**config.mk**
```make
export PLATFORM = sky130hd
export DESIGN_NAME = rbnh_div
export DESIGN_NICKNAME = d
export VERILOG_FILES = /design/src/hw/rtl/ray_box_nearest_hit_assert.svh /design/src/hw/rtl/rbnh_div.sv
export SDC_FILE = /design/constraint.sdc
export NUM_CORES = 1
export LEC_CHECK = 0
export ABC_CLOCK_PERIOD_IN_PS = 4700
export BUFFER_PORTS_ARGS = -buffer_cell sky130_fd_sc_hd__buf_2
export CAP_MARGIN = 5
export CORE_ASPECT_RATIO = 0.5
export CORE_UTILIZATION = 55
export CTS_CLUSTER_DIAMETER = 30
export DETAILED_ROUTE_END_ITERATION = 10
export PLACE_DENSITY = 0.79
export RECOVER_POWER = 100
export SYNTH_ARGS = -nofsm -noshare
export SYNTH_HDL_FRONTEND = slang
export SYNTH_SLANG_ARGS = --single-unit
export TNS_END_PERCENT = 100
```
**constraint.sdc**
```tcl
create_clock -name clk_i -period 4.7 [get_ports clk_i]
set_clock_uncertainty 0.1 [all_clocks]
set_input_delay 0.94 -clock clk_i [delete_from_list [all_inputs] [get_ports clk_i]]
set_output_delay 0.94 -clock clk_i [all_outputs]
set_load 0.005 [all_outputs]
```
**src/hw/rtl/ray_box_nearest_hit_assert.svh**
```systemverilog
// assertion macros for the ray box nearest hit block
// expects clk_i and rst_ni in the scope that uses them
`ifndef RAY_BOX_NEAREST_HIT_ASSERT_SVH
`define RAY_BOX_NEAREST_HIT_ASSERT_SVH

// property checked at every clock edge outside reset
`define RBNH_ASSERT(lbl, prop, msg) \
  lbl: assert property (@(posedge clk_i) disable iff (!rst_ni) (prop)) else $error(msg);

// implication checked at every clock edge outside reset
`define RBNH_ASSERT_IMP(lbl, ante, cons, msg) \
  lbl: assert property (@(posedge clk_i) disable iff (!rst_ni) (ante) |-> (cons)) \
    else $error(msg);

`endif

```
**src/hw/rtl/rbnh_div.sv**
```systemverilog
// bit-serial restoring unsigned divider, one quotient bit per cycle
// no package dependencies
`default_nettype none

module rbnh_div #(
  parameter int unsigned NUM_W = 49,
  parameter int unsigned DEN_W = 32
) (
  input  wire logic             clk_i,
  input  wire logic             rst_ni,
  input  wire logic             start_i,
  input  wire logic [NUM_W-1:0] num_i,
  input  wire logic [DEN_W-1:0] den_i,
  output logic                  busy_o,
  output logic                  done_o,
  output logic [NUM_W-1:0]      quo_o
);

  localparam int unsigned CNT_W = $clog2(NUM_W + 1);

  logic [NUM_W-1:0] quo_q, quo_d;
  logic [DEN_W-1:0] rem_q, rem_d;
  logic [DEN_W-1:0] den_q, den_d;
  logic [CNT_W-1:0] cnt_q, cnt_d;
  logic             busy_q, busy_d;
  logic             done_q, done_d;
  logic [DEN_W:0]   shl;
  logic [DEN_W+1:0] trial;

  assign shl   = {rem_q, quo_q[NUM_W-1]};
  assign trial = {1'b0, shl} - {2'b00, den_q};

  always_comb begin
    quo_d  = quo_q;
    rem_d  = rem_q;
    den_d  = den_q;
    cnt_d  = cnt_q;
    busy_d = busy_q;
    done_d = 1'b0;
    if (start_i) begin
      quo_d  = num_i;
      rem_d  = '0;
      den_d  = den_i;
      cnt_d  = CNT_W'(NUM_W);
      busy_d = 1'b1;
    end else if (busy_q) begin
      if (!trial[DEN_W+1]) begin
        rem_d = trial[DEN_W-1:0];
        quo_d = {quo_q[NUM_W-2:0], 1'b1};
      end else begin
        rem_d = shl[DEN_W-1:0];
        quo_d = {quo_q[NUM_W-2:0], 1'b0};
      end
      cnt_d = cnt_q - CNT_W'(1);
      if (cnt_q == CNT_W'(1)) begin
        busy_d = 1'b0;
        done_d = 1'b1;
      end
    end
  end

  always_ff @(posedge clk_i or negedge rst_ni) begin
    if (!rst_ni) begin
      cnt_q  <= '0;
      busy_q <= 1'b0;
      done_q <= 1'b0;
    end else begin
      cnt_q  <= cnt_d;
      busy_q <= busy_d;
      done_q <= done_d;
    end
  end

  always_ff @(posedge clk_i) begin
    quo_q <= quo_d;
    rem_q <= rem_d;
    den_q <= den_d;
  end

  assign busy_o = busy_q;
  assign done_o = done_q;
  assign quo_o  = quo_q;

endmodule

`default_nettype wire

```
== Word level (Yosys, flattened, before mapping) ==
Cells that the tools add are included.

* Register bits: 121
* Bits of input ports: 84
* Output and inout bits: 51
* Word-level logic and storage cells: 22

* Add/sub/neg operators: 2
* Equality and inequality tests: 1
* Mux-type cells: 12
* Reduce and logical (&&, ||, !) cells: 1

{| class="wikitable"
|+ Operator list
! operator !! number
|-
| $mux 49 || 2
|-
| $sub 33x32->34 || 1
|-
| $mux 32 || 1
|-
| $mux 6 || 2
|-
| $mux 1 || 7
|-
| $eq 6x1->1 const B || 1
|-
| $sub 6x1->6 const B || 1
|-
| $reduce_bool 2->1 || 1
|}

== Depth between registers and ports, before layout ==
Gate-level depths: netlist of the first run.

* Depth after elaboration: 4
* Mapped depth: 13
* Mapped depth without buffers: 11

== Worst setup path before layout of the first run ==
Ideal clock, no wire load.

* Path kind: in2reg
* From: in start_i
* To: reg quo_q[0] (netlist: quo_o[0]), enable pin
* Setup time: 403 ps
* Arrival time: 2643 ps
* Required time: 4197 ps
* Slack: 1554 ps
* Cell stages on the path: 4
* Path buffers: 2
* Path through: clkbuf_1 clkbuf_1 nor2_1 inv_1

* Cells in the longest elaborated chain, start to end: 1

{| class="wikitable"
|+ RTL lines
! item !! line !! source
|-
| start: declaration || rbnh_div.sv:11 || <nowiki>input wire logic start_i,</nowiki>
|-
| $reduce_bool 2->1 (no source line) || -- ||
|-
| end signal: assignment || rbnh_div.sv:75 || <nowiki>quo_q <= quo_d;</nowiki>
|-
| end: declaration || rbnh_div.sv:21 || <nowiki>logic [NUM_W-1:0] quo_q, quo_d;</nowiki>
|}

Every way passes these cells.
A chain may end at the register's enable or synchronous reset.

== Worst setup path after layout of the first run ==
* From: reg den_q[11]
* To: reg rem_q[27]

* Cells in the longest elaborated chain, start to end: 2

{| class="wikitable"
|+ RTL lines
! item !! line !! source
|-
| start: declaration || rbnh_div.sv:23 || <nowiki>logic [DEN_W-1:0] den_q, den_d;</nowiki>
|-
| start signal: assignment || rbnh_div.sv:77 || <nowiki>den_q <= den_d;</nowiki>
|-
| $sub 33x32->34 || rbnh_div.sv:31 || <nowiki>assign trial = {1'b0, shl} - {2'b00, den_q};</nowiki>
|-
| $mux 32 || rbnh_div.sv:47 || <nowiki>if (!trial[DEN_W+1]) begin</nowiki>
|-
| end signal: assignment || rbnh_div.sv:76 || <nowiki>rem_q <= rem_d;</nowiki>
|-
| end: declaration || rbnh_div.sv:22 || <nowiki>logic [DEN_W-1:0] rem_q, rem_d;</nowiki>
|}

Every way passes these cells.

==> impl_metrics.ini, run 1 <==
[clocking]
cts_max_level = 4
insertion_delay_ps = 420
cts_root_buf = clkbuf_16
ctsHoldBuffers = 0
cts.path.max_buffers = 2
tritoncts = yes
path_clk_slew_ps = 70
cts.sinks = 121
numCtsBuffers = 17
cts_setup_buffers = 0
ctsResizeCount = 0

[route]
drt_wl_total_um = 15800
drtIter0Drc = 294
viasPerCell = 5.69
vias = 5418
wl_per_cell_um = 16.6
drc = 0
drt_first_pass_iters = 5
ant_nets = 0

[power_and_ir_drop]
pwr_density_cell_nw_per_um2 = 356
pwr-share-seq_pct = 43.4
p_sw_mw = 0.741
swShare_pct = 25.4
p_int_mw = 2.18
p_leak_nw = 3.54
comb_power_share_pct = 11.5
finalPower_mw = 2.92
ir_drop_v = 0.000182
clock_power_share_pct = 45.1

[floorplan]
core_um2 = 12100
rows = 28
die_h_um = 81.6
fp.dieW_um = 161
io_pins = 135
initial_core_util_pct = 57.7
die_area_um2 = 13200

[setup_path]
crit_path_end = rem_q[27]$_SDFFE_PP0P_
reg2reg_setup_slack_ps = 960
cp-start-kind = flip-flop
crit_path_end_kind = flip-flop
cp-startpoint = den_q[11]$_DFFE_PP_
crit_type = reg -> reg
arrival_ps = 3960
worstPathMaxFanout = 32
slowest_delay_ps = 880
cp.required_ps = 4920
r2r_start = den_q[11]$_DFFE_PP_
crit_chain = inv_1, ha_1, and2_0, nand3_1, nor3_1, a31o_4, a32oi_1, a31oi_4, o21ai_0, a311oi_1
worstRegToRegCells = 10
r2r-end = rem_q[27]$_SDFFE_PP0P_
slowest_stage = a31oi_4

[logic_synthesis]
synth_top_flop_cell = edfxtp_1
yosysTopAreaCell = edfxtp_1
syn-cell-area_um2 = 6970
yosys.cell_types.count = 75
yosys_warnings = 0
yosys-top-cells-area = edfxtp_1 (35%), dfxtp_1 (9.2%), mux2_2 (7.9%), ha_1 (6.1%), nand2_1 (3.4%)
ys_seq_elements = 121
ys_seq_area_share_pct = 47.0
synth_edf_count = 81
async_reset_ff_share_pct = 6.61
avgSynthCellArea_um2 = 10.7
syn_inst = 650
yosysTopAreaCellShare_pct = 34.9
syn_nets = 769

[global_route]
grt_pass1_vias = 5264
grt_pass1_wl_um = 25500
grt_overflow = 0
grt_max_degree = 67
grtUsageTotal_pct = 25.0
antenna_found_initial = 2

[placed_design]
port-buffer-count = 134
dp_hpwl_um = 11000
place_area_um2 = 7720
gp_congestion = 0.925
dp_slack_ps = 1430

[sta]
relSlewSlack_pct = -21.8
setup_viol_count_final = 0
setup_tns_ps = 0
setup_ws_ps = 961
tightest_slew_ps = 1820
clock.fmax_mhz = 267
report.final.slew_viol_count = 50
finalCritPeriodShare_pct = 79.6
grt_setup_unrepaired = false
period_minus_slack_ps = 3740
hold_viol_final = 0

[job]
maxCapViolCount = 1

[cells_and_area]
drive_gt1_share_pct = 26.4
utilization_pct = 67.9
area_growth_pct = 17.7
nets = 893
final_design_area_no_fill_um2 = 8200
seq_area_um2 = 3270
final_common_cell = buf_2
multi_input_area_um2 = 3310
filler_cell_count = 980
final_cell_mix = buf_2 (100), edfxtp_1 (81), nand2_1 (63)

[run_status]
status = complete, but fails checks
violations = max-capacitance violations, max-slew violations

[hold_path]
min_path_type = in -> async
[Yosys cell counts (5+ instances only)]
library cell,count
edfxtp_1,81
nand2_1,63
nor2_1,53
mux2_2,49
inv_1,45
ha_1,34
dfxtp_1,32
a21oi_1,30
clkbuf_1,20
a311oi_1,17
xnor2_1,15
o21ai_0,13
a21o_1,12
nand3_1,11
a311oi_2,10
nand2_2,10
xor2_1,10
and3_1,9
nor3_1,9
dfrtp_1,8
o21a_1,8
a31oi_1,7
buf_2,6
o21bai_1,6
mux2i_1,5
or3_1,5
[area by class of cell]
class | instances | area share (%)
diodes | 1 | 0.0305
clock buffers | 18 | 5.23
clock inverters | 14 | 1.98
inverters | 46 | 2.11
multi-input cells | 452 | 40.3
flip-flops and latches | 121 | 39.9
well taps | 165 | 2.52
repair buffers | 136 | 7.89
[worst max-delay path, delay by kind of cell, from the launching register on]
| kind | cells | cell delay (ps) |
|---|---|---|
| flip-flops | 1 | 320 |
| AND/OR/NAND/NOR | 3 | 900 |
| adder cells (fa/ha/maj) | 1 | 380 |
| AO/OA/AOI/OAI | 5 | 1890 |
| buffers and inverters | 1 | 40 |
[flip-flops by register name, summed over array words and instances, names as in the netlist]
name and count:
rem_q 32, quo_o 49, done_o 1, cnt_q 6, den_q 32, busy_o 1
[worst min path at each step]
stage                                 from                     end  slack (ps)  cells after the start
floorplan           rem_q[31]$_SDFFE_PP0P_  rem_q[31]$_SDFFE_PP0P_         370                      1
global placement     rem_q[3]$_SDFFE_PP0P_   rem_q[4]$_SDFFE_PP0P_         380                      2
detailed placement  rem_q[31]$_SDFFE_PP0P_  rem_q[31]$_SDFFE_PP0P_         380                      1
CTS                                 rst_ni    cnt_q[1]$_DFFE_PN0P_         250                      1
global route                        rst_ni    cnt_q[1]$_DFFE_PN0P_         360                      1
finish                              rst_ni    cnt_q[1]$_DFFE_PN0P_         330                      1
[per-stage QoR]
stage	cells	hold WS, ps
after floorplan	650	366
after global placement	920	382
after detailed placement	920	384
after CTS	952	247
after global routing	952	359
final	953	330
[kinds of logic after synthesis]
family          synth area share, %
fa+ha+maj                      6.39
flops                          47.0
xor+xnor                       3.14
buf+inv                        4.67
compound gates                 17.3
mux                            8.64
simple gates                   12.8
[power groups by stage]
stage               registers [mW]  clock network, mW  logic (mW)
finish                        1.27               1.32       0.335
global route                  1.28               1.37       0.373
CTS                           1.27               1.33       0.346
detailed placement            1.29                  0       0.343
global placement              1.29                  0       0.335
floorplan                     1.29                  0       0.211
[routing by layer]
layer	track usage, %	routed length, um	part of all wire, %	vias to the layer above
met5	0	13	0.082	-
met4	7.83	291	1.8	2
met3	8.43	1230	7.7	25
met2	40.2	7040	44	179
met1	32.2	7270	46	2552
li1	-	-	-	2660
No activity file was read; power rests on OpenSTA's default activity.
==> inputs of run 2 (changes only) <==
ABC_CLOCK_PERIOD_IN_PS = 3000   (was 4700)
CORE_UTILIZATION = 51   (was 55)
PLACE_DENSITY = 0.77   (was 0.79)
clock period = 3 ns   (was 4.7 ns; I/O delays follow)
==> run 2 against run 1 <==
  * The flow now finishes without violations
  * Clock power up 53%
  * Sequential power rose by 57%
  * Critical path depth rose by 1
  * First-iteration DRC count is 12% higher
  * Core utilization is 0.44 points lower
  * Via count up 5.9%
  * Combinational power is 81% higher
  * Clock-buffer cell count rose by 3
  * Worst hold slack got worse by 79 ps
  * Register-to-register slack worse by 890 ps
  * Wire length increased by 9.5%
  * Largest cell class unchanged
==> impl_metrics.ini, run 2 (synthesized netlist as in run 1, its figures left out) <==
[run_status]
status = complete, no violations

[setup_path]
crit_top_cell = a31o_4
cp.required_ps = 3220
crit_type = reg -> reg
arrival_ps = 3150
reg2reg_setup_slack_ps = 80
crit_buf_inv = 2
slowest_delay_ps = 370
cp-start-kind = flip-flop
worstPathMaxFanout = 11
crit_family = compound AO/OA/AOI/OAI gates
crit_cells = 11
crit_path_end_kind = flip-flop
crit_chain = inv_1, ha_1, nor2b_1, o31a_1, o31a_4, a31o_4, a32oi_4, a31o_4, buf_4, nand2_1, a311oi_2
slowest_stage = edfxtp_1
worstRegToRegCells = 11

[clocking]
insertion_delay_ps = 420
numCtsBuffers = 17
cts_root_buf = clkbuf_16
cts.sinks = 121
cts_max_level = 4
path_clk_slew_ps = 70
cts.path.max_buffers = 2
tritoncts = yes

[route]
route.layer.met1.wl_um = 7780
viasPerCell = 5.73
drc = 0
drtIter0Drc = 329
ant_nets = 0
wl_per_cell_um = 17.3
topRoutingLayerUsed = met4
drt_first_pass_iters = 4
vias = 5738
wl_met3_um = 1380
drt_wl_total_um = 17300
wl_met2_um = 7890

[sta]
finalCritPeriodShare_pct = 97.5
setup_viol_count_final = 0
relSlewSlack_pct = 51.1
tightest_slew_ps = 733
grt_setup_unrepaired = true
report.final.slew_viol_count = 0
setup_tns_ps = 0
setup_ws_ps = 75.0
hold_ws_ps = 250
clock.fmax_mhz = 342
hold_viol_final = 0
period_minus_slack_ps = 2920

[placed_design]
place_area_um2 = 8010
port-buffer-count = 134
gp_congestion = 0.997
dp_hpwl_um = 12200
place_inst = 959
dp_slack_ps = -15.1

[global_route]
grt_overflow = 0
grt_pass1_wl_um = 27700
grtUsageTotal_pct = 25.3
grt_pass1_vias = 5531
antenna_found_initial = 2
grt_max_degree = 101

[cells_and_area]
drive_gt1_share_pct = 36.7
instances_no_fill = 1001
final_design_area_no_fill_um2 = 8760
largest_register_ff_count = 49
final_common_cell = buf_2
final_cell_mix = buf_2 (132), edfxtp_1 (81), nand2_1 (63)
utilization_pct = 67.4
area_growth_pct = 25.7
nets = 935

[floorplan]
io_pins = 135
die_h_um = 84.7
initial_core_util_pct = 53.6
die_area_um2 = 14200
rows = 29
core_um2 = 13000
fp.dieW_um = 167

[power_and_ir_drop]
p_leak_nw = 3.85
ir_drop_v = 0.000404
pwr_density_cell_nw_per_um2 = 527
finalPower_mw = 4.61

[job]
maxCapViolCount = 0

[hold_path]
min_path_cells = 1
min_path_type = in -> reg
[run 2: cell count changes in the layout (fill, tap and decap cells not counted), moves of 2 or more]
cell,previous run,this run
buf_4,3,39
clkinvlp_4,1,3
clkbuf_1,33,2
a311oi_1,22,15
clkinv_4,4,1
buf_2,100,132
clkbuf_8,0,3
buf_12,0,4
a311oi_2,5,12
a21oi_1,30,28
[run 2: layout make-up]
| class | count | area (um2) |
|---|---|---|
| multi-input combinational | 453 | 3460 |
| tap | 170 | 213 |
| sequential | 121 | 3270 |
| clock buffer | 21 | 470 |
| fill | 1013 | 4230 |
| antenna | 2 | 5.00 |
| inverter | 46 | 173 |
| timing repair buffer | 177 | 1050 |
| clock inverter | 11 | 110 |
[run 2: path summary, 6_finish.rpt]
kind,start,endpoint
worst min-delay path,den_i[20],den_q[20]$_DFFE_PP_
worst max register to register,den_q[1]$_DFFE_PP_,rem_q[29]$_SDFFE_PP0P_
max in group asynchronous,rst_ni,busy_o$_DFF_PN0_
min in group asynchronous,rst_ni,done_o$_DFF_PN0_
worst min register to register,rem_q[3]$_SDFFE_PP0P_,rem_q[4]$_SDFFE_PP0P_
worst max-delay path,den_q[1]$_DFFE_PP_,rem_q[29]$_SDFFE_PP0P_
[run 2: timing repair]
item	4_1_cts	5_1_grt
hold buffers	1	0
pin swaps	0	7
gates cloned	0	1
gates resized for setup	1	14
endpoints found under the hold margin	8	0
buffers inserted	0	6
endpoints found under the setup margin	1	30
[run 2: metal layers]
layer,global-route usage (%),vias to the layer above
li1,-,2758
met1,32.5,2735
met2,40.2,217
met3,7.97,28
met4,9.34,0
met5,0,-
[run 2: where the power goes]
part,switching (mW),internal [mW],total (mW)
Combinational,0.306,0.301,0.607
Clock,0.802,1.22,2.02
Sequential,0.0658,1.92,1.99
==> inputs of run 3 (changes only) <==
ABC_CLOCK_PERIOD_IN_PS = 2770   (was 3000)
CORE_UTILIZATION = 55   (was 51)
PLACE_DENSITY = 0.79   (was 0.77)
clock period = 2.77 ns   (was 3 ns; I/O delays follow)
==> run 3 against run 2 <==
  * Core utilization is 8.8 points higher
  * Critical path type unchanged
  * Critical endpoint is now rem_q[27]$_SDFFE_PP0P_
  * Setup slack worse by 210 ps
  * Clock-buffer cell count shrank 3
  * Fmax rose by 0.53%
  * The run now ends with negative setup slack left
  * Largest power group unchanged
  * Wire length rose by 6.2%
  * Highest routed layer is now met5
==> impl_metrics.ini, run 3 (synthesized netlist as in run 1, its figures left out) <==
[run_status]
status = complete, but fails checks
violations = negative setup slack

[placed_design]
port-buffer-count = 134
place_area_um2 = 8200
dp_hpwl_um = 12200
place_inst = 979
dp_slack_ps = -170
gp_congestion = 0.935

[clocking]
cts_max_level = 4
tritoncts = yes
numCtsBuffers = 17
cts_root_buf = clkbuf_16
cts.sinks = 121
cts.path.max_buffers = 2
path_clk_slew_ps = 70
insertion_delay_ps = 420

[floorplan]
initial_core_util_pct = 57.7
fp.dieW_um = 161
die_h_um = 81.6
io_pins = 135
rows = 28
die_area_um2 = 13200
core_um2 = 12100

[sta]
setup_ws_ps = -140
grt_setup_unrepaired = true
period_minus_slack_ps = 2910
hold_ws_ps = 210
report.final.slew_viol_count = 0
hold_viol_final = 0
relSlewSlack_pct = 54.9
setup_viol_count_final = 31
finalCritPeriodShare_pct = 105
tightest_slew_ps = 677
clock.fmax_mhz = 344
setup_tns_ps = -1940

[cells_and_area]
drive_gt1_share_pct = 42.0
nets = 968
area_growth_pct = 32.2
largest_register_ff_count = 49
utilization_pct = 76.2
final_design_area_no_fill_um2 = 9210
final_common_cell = buf_2
final_cell_mix = buf_2 (133), edfxtp_1 (81), buf_4 (67)
instances_no_fill = 1027
antenna_cells = 0

[route]
vias = 6028
ant_nets = 0
viasPerCell = 5.87
drc = 0
drtIter0Drc = 416
drt_wl_total_um = 18400
wl_per_cell_um = 17.9
drt_first_pass_iters = 6

[hold_path]
worst_hold_startpoint = den_i[30]
holdPathEnd = den_q[30]$_DFFE_PP_
min_path_cells = 1
min_path_type = in -> reg

[global_route]
top_usage_layer = met2
grtUsageMet3_pct = 7.07
grt_pass1_vias = 5726
grt_pass1_wl_um = 28200
met2_usage_pct = 46.9
grt_max_degree = 93
grtUsageMet1_pct = 34.8
grt_overflow = 0
antenna_found_initial = 1
grtUsageTotal_pct = 27.7

[power_and_ir_drop]
pwr_density_cell_nw_per_um2 = 563
finalPower_mw = 5.19
clock_power_share_pct = 44.5
ir_drop_v = 0.000400
comb_power_share_pct = 14.0
p_sw_mw = 1.30
p_leak_nw = 4.07
p_int_mw = 3.89
swShare_pct = 25.1
pwr-share-seq_pct = 41.5

[setup_path]
worstPathMaxFanout = 7
crit_path_end_kind = flip-flop
worstRegToRegCells = 11
crit_top_cell = a31o_4
slowest_delay_ps = 420
arrival_ps = 3130
crit_chain = inv_2, ha_4, nor2b_4, o31a_1, o31a_4, a31o_4, a32oi_4, a31o_4, buf_6, nand2_1, a311oi_2
r2r_start = den_q[1]$_DFFE_PP_
crit_family = compound AO/OA/AOI/OAI gates
crit_type = reg -> reg
cp-start-kind = flip-flop
reg2reg_setup_slack_ps = -140
cp.required_ps = 2990
slowest_stage = edfxtp_1
crit_buf_inv = 2
r2r-end = rem_q[27]$_SDFFE_PP0P_

[job]
maxCapViolCount = 0
## run 3: how the worst max path moves through the flow
stage                             start                endpoint  slack (ps)  depth (start not counted)
finish               den_q[1]$_DFFE_PP_  rem_q[27]$_SDFFE_PP0P_        -140                         11
global route         den_q[1]$_DFFE_PP_  rem_q[30]$_SDFFE_PP0P_        -250                         11
CTS                  den_q[1]$_DFFE_PP_   rem_q[6]$_SDFFE_PP0P_         -50                         11
detailed placement  quo_o[48]$_DFFE_PP_  rem_q[30]$_SDFFE_PP0P_        -170                         12
global placement    quo_o[48]$_DFFE_PP_  rem_q[30]$_SDFFE_PP0P_         -80                         12
floorplan            den_q[1]$_DFFE_PP_      quo_o[0]$_DFFE_PP_          -8                         10
## run 3: power by group through the flow
stage | logic (mW) | registers (mW) | clock network (mW)
5_1_grt | 0.788 | 2.17 | 2.42
3_5_place_dp | 0.646 | 2.18 | 0
4_1_cts | 0.679 | 2.15 | 2.33
3_3_place_gp | 0.629 | 2.18 | 0
2_1_floorplan | 0.359 | 2.18 | 0
6_report | 0.726 | 2.15 | 2.31
## run 3: layout make-up
cell class	instances	area, um2
Multi-Input combinational cell	453	3650
Sequential cell	121	3280
Fill cell	792	2870
Timing Repair Buffer	210	1300
Clock buffer	18	429
Tap cell	165	206
Clock inverter	14	184
Inverter	46	173
## run 3: repair_timing
action	in CTS	in global routing
setup buffers	9	4
cloned	2	0
gates resized for setup	20	33
hold buffers	1	0
pin swaps	7	18
setup endpoints to repair	30	33
endpoints found under the hold margin	8	0
## run 3: routing by layer
layer / up-vias / part of all wire (%)
met4: 2 / 2.2
met1: 2870 / 41
met3: 45 / 8.4
li1: 2832 / -
met2: 279 / 48
met5: - / 0.071
## run 3: worst register-to-register path, delay by kind of cell, from the launching register on
family	cells	cell delay, ps
DFF	1	420
and+or+nand+nor	2	220
buffers and inverters	2	250
AOI/OAI and AO/OA	6	1630
adders and majority gates	1	200
